===== config.mk =====
export PLATFORM = sky130hd
export DESIGN_NAME = wang_landau_weight_table_update
export DESIGN_NICKNAME = d
export VERILOG_FILES = /design/src/wlwt_pkg.sv /design/src/wlwt_ram.sv /design/src/wlwt_ctrl.sv /design/src/wlwt_dp.sv /design/src/wang_landau_weight_table_update.sv
export SDC_FILE = /design/constraint.sdc
export NUM_CORES = 2
export LEC_CHECK = 0
export BUFFER_PORTS_ARGS = -buffer_cell sky130_fd_sc_hd__buf_2
export CAP_MARGIN = 0
export CORE_MARGIN = 3
export CORE_UTILIZATION = 60
export CTS_BUF_LIST = sky130_fd_sc_hd__clkbuf_8
export DETAILED_ROUTE_END_ITERATION = 16
export PLACE_DENSITY = 0.79
export SYNTH_ARGS = -nofsm -noshare
export SYNTH_HDL_FRONTEND = slang
export SYNTH_HIERARCHICAL = 1
export SYNTH_SLANG_ARGS = --single-unit

===== constraint.sdc =====
create_clock -name clk -period 11.1 [get_ports clk]
set_input_delay 0.555 -clock clk [delete_from_list [all_inputs] [get_ports clk]]
set_output_delay 0.555 -clock clk [all_outputs]
set_load 0.02 [all_outputs]

===== src/wlwt_pkg.sv =====
package wlwt_pkg;

  // Field and register widths
  localparam int NUM_SECTORS_DEF = 16;
  localparam int SECTOR_W        = 4;
  localparam int E_W             = 24;
  localparam int VISIT_W         = 32;
  localparam int STEP_W          = 24;
  localparam int T0_W            = 16;
  localparam int CNT_W           = 5;
  localparam int CFG_IDX_W       = 2;
  localparam int CFG_DATA_W      = 24;
  localparam int PT_W            = CNT_W + T0_W;       // peak * t0
  localparam int NUM_W           = STEP_W + PT_W;      // size * peak * t0
  localparam int DEN_W           = VISIT_W + 1;        // steps + peak * t0
  localparam int REM_W           = DEN_W + 1;
  localparam int DIV_CNT_W       = $clog2(NUM_W + 1);

  // Q8.16 limits and threshold
  localparam logic signed [E_W-1:0] E_MAX     = 24'sh7FFFFF;
  localparam logic signed [E_W-1:0] E_MIN     = 24'sh800000;
  localparam logic signed [E_W:0]   TENTH_Q16 = 25'sd6554;
  localparam logic [CNT_W-1:0]      CNT_SAT   = 5'd31;
  localparam logic [VISIT_W-1:0]    VISIT_SAT = 32'hFFFF_FFFF;

  // Reset values
  localparam logic [STEP_W-1:0]      STEP_SIZE_RST   = 24'd65536;
  localparam logic [T0_W-1:0]        CONST_STEPS_RST = 16'd100;
  localparam logic signed [E_W-1:0]  FLOOR_RST       = -24'sd2621440;

  typedef enum logic {
    OP_UPDATE = 1'b0,
    OP_READ   = 1'b1
  } op_t;

  typedef enum logic [CFG_IDX_W-1:0] {
    REG_STEP_SIZE   = 2'd0,
    REG_CONST_STEPS = 2'd1,
    REG_FLOOR_LEVEL = 2'd2
  } cfg_reg_t;

  typedef enum logic [1:0] {
    PASS_MIN  = 2'd0,
    PASS_CNT  = 2'd1,
    PASS_MAX  = 2'd2,
    PASS_NORM = 2'd3
  } pass_t;

  typedef enum logic [3:0] {
    ST_IDLE,
    ST_START,
    ST_SEC_WAIT,
    ST_MIN,
    ST_CNT,
    ST_MUL1,
    ST_MUL2,
    ST_DIV,
    ST_MAX,
    ST_NORM,
    ST_DONE
  } state_t;

  typedef struct packed {
    logic  load;
    logic  cap_rd;
    logic  visit_wb;
    logic  pass_clr;
    logic  pass_run;
    pass_t pass_kind;
    logic  mul1;
    logic  div_start;
    logic  take_step;
    logic  step_inc;
    logic  finish;
  } wlwt_cmd_t;

  typedef struct packed {
    logic in_range;
    logic is_read;
    logic pass_done;
    logic div_done;
    logic out_full;
  } wlwt_stat_t;

endpackage


===== src/wlwt_ram.sv =====
module wlwt_ram #(
  parameter int WIDTH = 8,
  parameter int DEPTH = 16
) (
  input  logic                             clk,
  input  logic                             we,
  input  logic [$clog2(DEPTH)-1:0]         waddr,
  input  logic [WIDTH-1:0]                 wdata,
  input  logic [$clog2(DEPTH)-1:0]         raddr,
  output logic [WIDTH-1:0]                 rdata
);

  logic [WIDTH-1:0] mem [DEPTH];

  always_ff @(posedge clk) begin
    if (we) begin
      mem[waddr] <= wdata;
    end
    rdata <= mem[raddr];
  end

endmodule


===== src/wlwt_ctrl.sv =====
module wlwt_ctrl import wlwt_pkg::*; (
  input  logic       clk,
  input  logic       rst_n,
  input  logic       in_valid,
  output logic       in_ready,
  input  wlwt_stat_t stat,
  output wlwt_cmd_t  cmd
);

  state_t state_r, state_nxt;

  always_ff @(posedge clk) begin
    if (!rst_n) begin
      state_r <= ST_IDLE;
    end else begin
      state_r <= state_nxt;
    end
  end

  always_comb begin
    state_nxt = state_r;
    cmd       = '0;
    in_ready  = 1'b0;
    unique case (state_r)
      ST_IDLE: begin
        in_ready = 1'b1;
        if (in_valid) begin
          cmd.load  = 1'b1;
          state_nxt = ST_START;
        end
      end
      ST_START: begin
        // RAM reads of the named entry are issued here
        state_nxt = stat.in_range ? ST_SEC_WAIT : ST_DONE;
      end
      ST_SEC_WAIT: begin
        if (stat.is_read) begin
          cmd.cap_rd = 1'b1;
          state_nxt  = ST_DONE;
        end else begin
          cmd.visit_wb = 1'b1;
          cmd.pass_clr = 1'b1;
          state_nxt    = ST_MIN;
        end
      end
      ST_MIN: begin
        cmd.pass_run  = 1'b1;
        cmd.pass_kind = PASS_MIN;
        if (stat.pass_done) begin
          cmd.pass_clr = 1'b1;
          state_nxt    = ST_CNT;
        end
      end
      ST_CNT: begin
        cmd.pass_run  = 1'b1;
        cmd.pass_kind = PASS_CNT;
        if (stat.pass_done) begin
          cmd.pass_clr = 1'b1;
          state_nxt    = ST_MUL1;
        end
      end
      ST_MUL1: begin
        cmd.mul1  = 1'b1;
        state_nxt = ST_MUL2;
      end
      ST_MUL2: begin
        cmd.div_start = 1'b1;
        state_nxt     = ST_DIV;
      end
      ST_DIV: begin
        if (stat.div_done) begin
          cmd.take_step = 1'b1;
          cmd.pass_clr  = 1'b1;
          state_nxt     = ST_MAX;
        end
      end
      ST_MAX: begin
        cmd.pass_run  = 1'b1;
        cmd.pass_kind = PASS_MAX;
        if (stat.pass_done) begin
          cmd.pass_clr = 1'b1;
          state_nxt    = ST_NORM;
        end
      end
      ST_NORM: begin
        cmd.pass_run  = 1'b1;
        cmd.pass_kind = PASS_NORM;
        if (stat.pass_done) begin
          cmd.step_inc = 1'b1;
          state_nxt    = ST_DONE;
        end
      end
      ST_DONE: begin
        if (!stat.out_full) begin
          cmd.finish = 1'b1;
          state_nxt  = ST_IDLE;
        end
      end
      default: begin
        state_nxt = ST_IDLE;
      end
    endcase
  end

endmodule


===== src/wlwt_dp.sv =====
module wlwt_dp import wlwt_pkg::*; #(
  parameter int NUM_SECTORS = NUM_SECTORS_DEF
) (
  input  logic                        clk,
  input  logic                        rst_n,
  input  wlwt_cmd_t                   cmd,
  output wlwt_stat_t                  stat,
  input  logic                        in_operation,
  input  logic [SECTOR_W-1:0]         in_sector,
  input  logic                        cfg_we,
  input  logic [CFG_IDX_W-1:0]        cfg_index,
  input  logic [CFG_DATA_W-1:0]       cfg_wdata,
  input  logic                        out_ready,
  output logic                        out_valid,
  output logic signed [E_W-1:0]       out_energy_value,
  output logic [VISIT_W-1:0]          out_visit_count,
  output logic                        out_measured_flag,
  output logic [STEP_W-1:0]           out_step_applied,
  output logic [CNT_W-1:0]            out_sectors_above,
  output logic                        out_range_grew
);

  localparam int AW = $clog2(NUM_SECTORS);
  localparam int CW = $clog2(NUM_SECTORS + 1);
  localparam logic [CW-1:0] LAST = CW'(NUM_SECTORS);
  localparam int EW = E_W + 1;  // measured flag + energy

  // Configuration
  logic [STEP_W-1:0]     step_size_r;
  logic [T0_W-1:0]       t0_r;
  logic signed [E_W-1:0] floor_r;

  always_ff @(posedge clk) begin
    if (!rst_n) begin
      step_size_r <= STEP_SIZE_RST;
      t0_r        <= CONST_STEPS_RST;
      floor_r     <= FLOOR_RST;
    end else if (cfg_we) begin
      case (cfg_reg_t'(cfg_index))
        REG_STEP_SIZE:   step_size_r <= cfg_wdata[STEP_W-1:0];
        REG_CONST_STEPS: t0_r        <= cfg_wdata[T0_W-1:0];
        REG_FLOOR_LEVEL: floor_r     <= $signed(cfg_wdata[E_W-1:0]);
        default: ;
      endcase
    end
  end

  // Item capture
  op_t                 op_r;
  logic [SECTOR_W-1:0] sec_r;
  logic [AW-1:0]       sec_idx;
  logic                in_range;

  always_ff @(posedge clk) begin
    if (cmd.load) begin
      op_r  <= op_t'(in_operation);
      sec_r <= in_sector;
    end
  end

  assign sec_idx  = AW'(sec_r);
  assign in_range = (32'(sec_r) < NUM_SECTORS);

  // Scan counter: read issued at cnt_r, data seen in the next cycle at pend_idx_r
  logic [CW-1:0] cnt_r;
  logic          pend_r;
  logic [AW-1:0] pend_idx_r;
  logic          pass_done;
  logic          issue;

  assign issue     = cmd.pass_run && (cnt_r != LAST);
  assign pass_done = (cnt_r == LAST) && !pend_r;

  always_ff @(posedge clk) begin
    if (!rst_n) begin
      cnt_r  <= '0;
      pend_r <= 1'b0;
    end else if (cmd.pass_clr) begin
      cnt_r  <= '0;
      pend_r <= 1'b0;
    end else begin
      if (issue) begin
        cnt_r <= cnt_r + 1'b1;
      end
      pend_r <= issue;
    end
  end

  always_ff @(posedge clk) begin
    pend_idx_r <= cnt_r[AW-1:0];
  end

  // Energy RAM ({measured, energy}) and visit RAM
  logic [AW-1:0]      rd_idx;
  logic               e_we;
  logic [EW-1:0]      e_wdata;
  logic [EW-1:0]      e_rdata;
  logic               v_we;
  logic [VISIT_W-1:0] v_wdata;
  logic [VISIT_W-1:0] v_rdata;

  assign rd_idx = issue ? cnt_r[AW-1:0] : sec_idx;

  wlwt_ram #(.WIDTH(EW), .DEPTH(NUM_SECTORS)) u_e_ram (
    .clk   (clk),
    .we    (e_we),
    .waddr (pend_idx_r),
    .wdata (e_wdata),
    .raddr (rd_idx),
    .rdata (e_rdata)
  );

  wlwt_ram #(.WIDTH(VISIT_W), .DEPTH(NUM_SECTORS)) u_v_ram (
    .clk   (clk),
    .we    (v_we),
    .waddr (sec_idx),
    .wdata (v_wdata),
    .raddr (sec_idx),
    .rdata (v_rdata)
  );

  // Valid bits: an entry never written reads as zero
  logic [NUM_SECTORS-1:0] e_vld_r;
  logic [NUM_SECTORS-1:0] v_vld_r;
  logic                   e_vq_r;
  logic                   v_vq_r;

  always_ff @(posedge clk) begin
    if (!rst_n) begin
      e_vld_r <= '0;
      v_vld_r <= '0;
    end else begin
      if (e_we) begin
        e_vld_r[pend_idx_r] <= 1'b1;
      end
      if (v_we) begin
        v_vld_r[sec_idx] <= 1'b1;
      end
    end
  end

  always_ff @(posedge clk) begin
    e_vq_r <= (32'(rd_idx) < NUM_SECTORS) ? e_vld_r[rd_idx] : 1'b0;
    v_vq_r <= in_range ? v_vld_r[sec_idx] : 1'b0;
  end

  // Entry arithmetic
  logic [EW-1:0]         ent_raw;
  logic signed [E_W-1:0] ent_e;
  logic                  ent_m;
  logic [STEP_W-1:0]     step_r;
  logic signed [E_W+1:0] upd_sum;
  logic signed [E_W-1:0] upd_e;
  logic                  at_sec;
  logic signed [E_W-1:0] cur_e;
  logic signed [E_W-1:0] mn_r;
  logic signed [E_W-1:0] mx_r;
  logic                  above;
  logic signed [E_W:0]   diff;
  logic signed [E_W:0]   floor_ext;
  logic signed [E_W:0]   clamp1;
  logic signed [E_W-1:0] norm_e;

  assign ent_raw = e_vq_r ? e_rdata : '0;
  assign ent_e   = $signed(ent_raw[E_W-1:0]);
  assign ent_m   = ent_raw[E_W];

  // named entry plus step, saturated at the top of Q8.16
  assign upd_sum = $signed({{2{ent_e[E_W-1]}}, ent_e}) + $signed({2'b00, step_r});
  assign upd_e   = (upd_sum > $signed({{2{E_MAX[E_W-1]}}, E_MAX})) ? E_MAX
                                                                   : upd_sum[E_W-1:0];
  assign at_sec  = (pend_idx_r == sec_idx) &&
                   ((cmd.pass_kind == PASS_MAX) || (cmd.pass_kind == PASS_NORM));
  assign cur_e   = at_sec ? upd_e : ent_e;

  assign above     = $signed({ent_e[E_W-1], ent_e}) >
                     ($signed({mn_r[E_W-1], mn_r}) + TENTH_Q16);
  assign diff      = $signed({cur_e[E_W-1], cur_e}) - $signed({mx_r[E_W-1], mx_r});
  assign floor_ext = $signed({floor_r[E_W-1], floor_r});
  assign clamp1    = (diff < floor_ext) ? floor_ext : diff;
  assign norm_e    = (clamp1 < $signed({E_MIN[E_W-1], E_MIN})) ? E_MIN
                                                              : clamp1[E_W-1:0];

  logic pass_data;
  assign pass_data = pend_r && cmd.pass_run;

  always_comb begin
    e_we    = 1'b0;
    e_wdata = {ent_m, ent_e};
    if (pass_data) begin
      case (cmd.pass_kind)
        PASS_CNT: begin
          e_we    = above;
          e_wdata = {1'b1, ent_e};
        end
        PASS_NORM: begin
          e_we    = 1'b1;
          e_wdata = {ent_m, norm_e};
        end
        default: ;
      endcase
    end
  end

  // Visit count, saturating
  logic [VISIT_W-1:0] v_cur;
  assign v_cur   = v_vq_r ? v_rdata : '0;
  assign v_we    = cmd.visit_wb;
  assign v_wdata = (v_cur == VISIT_SAT) ? v_cur : v_cur + 1'b1;

  // Scan accumulators and step control
  logic [CNT_W-1:0]   ns_r;
  logic [CNT_W-1:0]   peak_r;
  logic [CNT_W-1:0]   peak_new;
  logic [PT_W-1:0]    pt_r;
  logic [VISIT_W-1:0] steps_r;

  assign peak_new = (ns_r > peak_r) ? ns_r : peak_r;

  always_ff @(posedge clk) begin
    if (cmd.load) begin
      ns_r <= CNT_W'(1);
    end else if (pass_data && cmd.pass_kind == PASS_CNT && above && ns_r != CNT_SAT) begin
      ns_r <= ns_r + 1'b1;
    end
    if (pass_data && cmd.pass_kind == PASS_MIN) begin
      if (pend_idx_r == '0 || ent_e < mn_r) begin
        mn_r <= ent_e;
      end
    end
    if (pass_data && cmd.pass_kind == PASS_MAX) begin
      if (pend_idx_r == '0 || cur_e > mx_r) begin
        mx_r <= cur_e;
      end
    end
    if (cmd.mul1) begin
      pt_r <= PT_W'(peak_new) * PT_W'(t0_r);
    end
  end

  always_ff @(posedge clk) begin
    if (!rst_n) begin
      peak_r  <= CNT_W'(1);
      steps_r <= VISIT_W'(1);
    end else begin
      if (cmd.mul1) begin
        peak_r <= peak_new;
      end
      if (cmd.step_inc && steps_r != VISIT_SAT) begin
        steps_r <= steps_r + 1'b1;
      end
    end
  end

  // Restoring divider, one quotient bit per cycle
  logic [NUM_W-1:0]     div_q_r;
  logic [REM_W-1:0]     div_rem_r;
  logic [DEN_W-1:0]     div_den_r;
  logic [DIV_CNT_W-1:0] div_cnt_r;
  logic [NUM_W-1:0]     prod;
  logic [REM_W-1:0]     div_sh;
  logic [REM_W:0]       div_trial;

  assign prod      = NUM_W'(step_size_r) * NUM_W'(pt_r);
  assign div_sh    = {div_rem_r[REM_W-2:0], div_q_r[NUM_W-1]};
  assign div_trial = {1'b0, div_sh} - {2'b00, div_den_r};

  always_ff @(posedge clk) begin
    if (!rst_n) begin
      div_cnt_r <= '0;
    end else if (cmd.div_start) begin
      div_cnt_r <= DIV_CNT_W'(NUM_W);
    end else if (div_cnt_r != '0) begin
      div_cnt_r <= div_cnt_r - 1'b1;
    end
  end

  always_ff @(posedge clk) begin
    if (cmd.div_start) begin
      div_q_r   <= prod;
      div_rem_r <= '0;
      div_den_r <= DEN_W'(steps_r) + DEN_W'(pt_r);
    end else if (div_cnt_r != '0) begin
      if (!div_trial[REM_W]) begin
        div_rem_r <= div_trial[REM_W-1:0];
        div_q_r   <= {div_q_r[NUM_W-2:0], 1'b1};
      end else begin
        div_rem_r <= div_sh;
        div_q_r   <= {div_q_r[NUM_W-2:0], 1'b0};
      end
    end
    if (cmd.take_step) begin
      step_r <= (div_den_r == '0) ? '0 : div_q_r[STEP_W-1:0];
    end
  end

  // Result staging
  logic signed [E_W-1:0] res_e_r;
  logic [VISIT_W-1:0]    res_v_r;
  logic                  res_m_r;
  logic [STEP_W-1:0]     res_step_r;
  logic [CNT_W-1:0]      res_above_r;
  logic                  res_grew_r;

  always_ff @(posedge clk) begin
    if (cmd.load) begin
      res_step_r  <= '0;
      res_above_r <= '0;
      res_grew_r  <= 1'b0;
    end
    if (cmd.cap_rd) begin
      res_e_r <= ent_e;
      res_m_r <= ent_m;
      res_v_r <= v_cur;
    end
    if (cmd.visit_wb) begin
      res_v_r <= v_wdata;
    end
    if (cmd.mul1) begin
      res_above_r <= ns_r;
      res_grew_r  <= (ns_r > peak_r);
    end
    if (cmd.take_step) begin
      res_step_r <= (div_den_r == '0) ? '0 : div_q_r[STEP_W-1:0];
    end
    if (pass_data && cmd.pass_kind == PASS_NORM && pend_idx_r == sec_idx) begin
      res_e_r <= norm_e;
      res_m_r <= ent_m;
    end
  end

  // Output register
  logic out_valid_r;

  always_ff @(posedge clk) begin
    if (!rst_n) begin
      out_valid_r <= 1'b0;
    end else if (cmd.finish) begin
      out_valid_r <= 1'b1;
    end else if (out_ready) begin
      out_valid_r <= 1'b0;
    end
  end

  always_ff @(posedge clk) begin
    if (cmd.finish) begin
      out_energy_value  <= in_range ? res_e_r     : '0;
      out_visit_count   <= in_range ? res_v_r     : '0;
      out_measured_flag <= in_range ? res_m_r     : 1'b0;
      out_step_applied  <= in_range ? res_step_r  : '0;
      out_sectors_above <= in_range ? res_above_r : '0;
      out_range_grew    <= in_range ? res_grew_r  : 1'b0;
    end
  end

  assign out_valid = out_valid_r;

  assign stat.in_range  = in_range;
  assign stat.is_read   = (op_r == OP_READ);
  assign stat.pass_done = pass_done;
  assign stat.div_done  = (div_cnt_r == '0);
  assign stat.out_full  = out_valid_r;

endmodule


===== src/wang_landau_weight_table_update.sv =====
// Free-energy table for a sector-based flat-histogram sampler.
// Input channel (in_valid/in_ready): one item per transfer, in_operation
// selects update (0) or read (1) of sector in_sector. Result channel
// (out_valid/out_ready): exactly one result per item, in item order.
// An in-range update scans the table twice (minimum, above-threshold
// count), runs a 45-step restoring divider for the step, then scans twice
// more (maximum, normalize/clamp); each scan goes through a registered-read
// RAM. A read passes the start, wait and done states; an out-of-range
// sector skips the wait state and returns all-zero fields. in_ready rises
// again in the same cycle as out_valid.
// One item is in work at a time; in_ready is high only while idle.
// The result sits in an output register, so the next item is taken while
// a result waits; if the receiver stalls, the following result holds in
// the datapath until the output register frees up.
// Reset (rst_n, synchronous) restores the registers to their defaults and
// marks every table entry as zero through valid bits; no clearing pass.
// cfg_we writes the register named by cfg_index; write only while the block idles.
module wang_landau_weight_table_update import wlwt_pkg::*; #(
  parameter int NUM_SECTORS = NUM_SECTORS_DEF
) (
  input  logic                   clk,
  input  logic                   rst_n,
  input  logic                   in_valid,
  output logic                   in_ready,
  input  logic                   in_operation,
  input  logic [SECTOR_W-1:0]    in_sector,
  output logic                   out_valid,
  input  logic                   out_ready,
  output logic signed [E_W-1:0]  out_energy_value,
  output logic [VISIT_W-1:0]     out_visit_count,
  output logic                   out_measured_flag,
  output logic [STEP_W-1:0]      out_step_applied,
  output logic [CNT_W-1:0]       out_sectors_above,
  output logic                   out_range_grew,
  input  logic                   cfg_we,
  input  logic [CFG_IDX_W-1:0]   cfg_index,
  input  logic [CFG_DATA_W-1:0]  cfg_wdata
);

  // Controller sequences the scans and the divider; datapath owns all state but the controller's state register.
  wlwt_cmd_t  cmd;
  wlwt_stat_t stat;

  wlwt_ctrl u_ctrl (
    .clk      (clk),
    .rst_n    (rst_n),
    .in_valid (in_valid),
    .in_ready (in_ready),
    .stat     (stat),
    .cmd      (cmd)
  );

  wlwt_dp #(.NUM_SECTORS(NUM_SECTORS)) u_dp (
    .clk               (clk),
    .rst_n             (rst_n),
    .cmd               (cmd),
    .stat              (stat),
    .in_operation      (in_operation),
    .in_sector         (in_sector),
    .cfg_we            (cfg_we),
    .cfg_index         (cfg_index),
    .cfg_wdata         (cfg_wdata),
    .out_ready         (out_ready),
    .out_valid         (out_valid),
    .out_energy_value  (out_energy_value),
    .out_visit_count   (out_visit_count),
    .out_measured_flag (out_measured_flag),
    .out_step_applied  (out_step_applied),
    .out_sectors_above (out_sectors_above),
    .out_range_grew    (out_range_grew)
  );

endmodule

==> out/qor.txt <==
Total CTS buffers - 235
Share of cells above drive strength 1 - 0.137
Synth unique cells - 112
First-pass GRT wire length - 334000 um
Syn_nets - 7585
Largest net degree at the start of global routing - 144
Lkg Pwr - 35.7 nW
Setup TNS - 0 ps
Hold Crit Depth - 4
Critical Path Fanout Max - 39
Initial drt markers - 6028
GP Congestion - 0.949
Hold EP - u_dp/step_size_r[17]
Area growth syn-to-layout - 9.93%
Flop2flop setup slack - 720 ps
Commonest non-fill, non-tap cells in the layout - 1262 x edfxtp_1, 809 x nand2_1, 709 x inv_1
Final worst slack - 717 ps
Unrepaired setup endpoints after global routing - false
Root Buffer Master - clkbuf_8
Area of the multi-input gates - 38100 um^2
Vias per cell - 6.21
First drt pass iteration count - 10
# rows - 137
Clk buf depth - 3
Initial Util - 0.605
Setup crit start kind - flip-flop
Die Y - 382 um
Post-Synthesis Cells - 6765
DRC - 0
GRT overflow - 0
Critical path arrival - 10990 ps
Reg2Reg Depth - 32
Critical path class - reg -> reg
Initial antenna violation count - 23
Worst skew pair latency - 980 ps
Vias in the first global route - 57013
Worst setup EP type - flip-flop
Critical path's most frequent cell - nor2_1
Die width - 382 um
Post-DP HPWL - 143000 um
Fin cells - 9052
Register area share after synthesis - 0.507
Number of synthesized flops with an enable pin - 1262
H-tree depth - 4
Worst Tran Pin Value - 1420 ps
Filler cells - 9745
Via count - 56221
Die Area - 146000 um^2
Worst slew margin - 0.0540
Final Hold Fails - 0
Run status - completed
Post-route minimum period - 10380 ps
CTS tree - built
Pwr Density - 188 nW/um^2
Critical Path RT - 11710 ps
Min-delay worst type - in -> reg
Synth Cell Area - 84700 um^2
Final setup fails - 0
Clk sinks - 1513
Total track usage - 0.300
Port Buffers - 124
Number of routed nets with antenna violations - 0
Setup WS pre-CTS - 623 ps
Most common cell after layout, fill and taps aside - edfxtp_1
Yosys reg bits - 1513
Tcrit/Tclk final - 0.935
Dominant synthesized flop cell - edfxtp_1
Placeable Area - 140000 um^2
Fmax - 0.0963 GHz
Capturing point of the worst reg2reg path - u_dp/u_e_ram/mem[14][8]
Io pins - 125
WL per Instance - 24.1 um
Mean Syn Cell Area - 12.5 um^2
Yosys warning count - 6
Fin. max-slew vios - 0
Worst r2r src - u_dp/e_vq_r
Util after Layout - 0.665
Crit-path slowest cell - o22ai_2
Critical path's largest stage delay - 690 ps
MaxCap Viol Count - 0
Register area - 42900 um^2
Async SR Flop Fraction - 0
Dpl cells - 8556
Routed WL - 218000 um
Clk slew on worst S/H paths - 60 ps
Nets - 7769
Hold path start - cfg_we
Clk_skew - 145 ps
Worst VDD drop - 278 uV
final cells by class:
| class | count | share of cell area |
|---|---|---|
| Inverter | 648 | 0.0262 |
| Antenna cell | 19 | 0.000511 |
| Tap cell | 1876 | 0.0252 |
| Clock inverter | 191 | 0.0184 |
| Clock buffer | 254 | 0.0376 |
| Multi-Input combinational cell | 4261 | 0.410 |
| Timing Repair Buffer | 290 | 0.0212 |
| Sequential cell | 1513 | 0.461 |
worst max path at each step:
| stage | from | end | slack [ps] | depth (start not counted) |
|---|---|---|---|---|
| after global routing | u_dp/e_vq_r | u_dp/u_e_ram/mem[4][18] | 240 | 33 |
| final | u_dp/e_vq_r | u_dp/u_e_ram/mem[14][8] | 720 | 32 |
| after CTS | u_dp/e_vq_r | u_dp/u_e_ram/mem[14][8] | 560 | 32 |
| after floorplan | u_ctrl/state_r[0] | u_dp/out_valid | 650 | 4 |
| after global placement | u_dp/e_vq_r | u_dp/u_e_ram/mem[6][8] | 770 | 32 |
| after detailed placement | u_dp/e_vq_r | u_dp/u_e_ram/mem[4][8] | 620 | 32 |
registers in the layout, summed over array words and instances, names as in the netlist, 25 cells and up:
name	cells
u_dp/div_den_r	33
u_dp/div_q_r	45
u_dp/div_rem_r	33
u_dp/out_visit_count	32
u_dp/res_v_r	32
u_dp/steps_r	32
u_dp/u_e_ram/mem	400
u_dp/u_e_ram/rdata	25
u_dp/u_v_ram/mem	512
u_dp/u_v_ram/rdata	32
routing by layer:
layer  track usage  share of wire  vias up
li1              -              -    24433
met1         0.407           0.39    28067
met2         0.467           0.46     3138
met3        0.0731           0.11      579
met4         0.130          0.042        4
met5             0        0.00016        -
per-stage QoR:
step | power [mW] | hold slack, ps | cell area (um^2)
floorplan | 10.9 | 368 | 84700
global placement | 12.3 | 395 | 87400
detailed placement | 12.4 | 399 | 87400
CTS | 17.5 | 42.3 | 93000
global route | 18.3 | 106 | 93000
finish | 17.5 | 128 | 93100
where the power goes:
group	total [mW]	switching, mW	leakage (nW)	internal [mW]
logic	5.35	3.27	20.0	2.08
registers	7.11	0.368	12.8	6.74
clock network	5.04	2.33	2.90	2.70
kinds of logic after synthesis:
family | synth area share
simple gates | 0.106
flops | 0.507
buf+inv | 0.0467
compound gates | 0.0790
fa+ha+maj | 0.158
mux | 0.0731
xor+xnor | 0.0294
other cells | 0.0000443
synth_stat cells, types with 12 or more instances:
master	n	area, um^2
ha_1	324	4050
o21ai_0	144	721
a211oi_1	38	285
inv_1	640	2400
mux2_2	40	450
mux4_2	234	5270
o31ai_1	16	120
o211ai_1	21	158
mux2i_1	44	440
o21ai_1	20	100
fa_1	460	9210
o22ai_1	58	363
a21oi_1	192	961
and3_1	36	225
xor2_1	94	823
nor4_1	21	131
o21bai_1	26	195
or3_1	23	144
nand4_1	59	369
o21a_1	44	330
nand3_1	108	541
a31oi_1	29	181
nor3_1	65	325
nor2b_1	103	644
a21o_1	85	638
xnor2_1	190	1660
and4_1	13	114
a22oi_1	120	901
and2_1	272	1700
buf_6	12	135
nor2_1	260	976
nand2b_1	19	119
buf_2	22	110
a311oi_1	13	114
nand3b_1	18	135
edfxtp_1	1262	37900
a21boi_0	76	571
buf_4	24	180
nand2_1	810	3040
buf_1	28	105
maj3_1	13	130
clkbuf_1	252	946
dfxtp_1	251	5020
worst max-delay path: cells and delay by family (launching register included):
family	cells	cell delay (ps)
AOI/OAI and AO/OA	16	4100
buffers and inverters	2	880
adders and majority gates	2	690
DFF	1	620
and+or+nand+nor	12	3710
what timing repair did:
item                       4_1_cts  5_1_grt
hold buffers                    32        0
setup endpoints to repair        0      128
setup buffers                    0        0
hold endpoints to repair        70        0
gates resized for setup          0        8
Power figures use the tool's default switching activity.
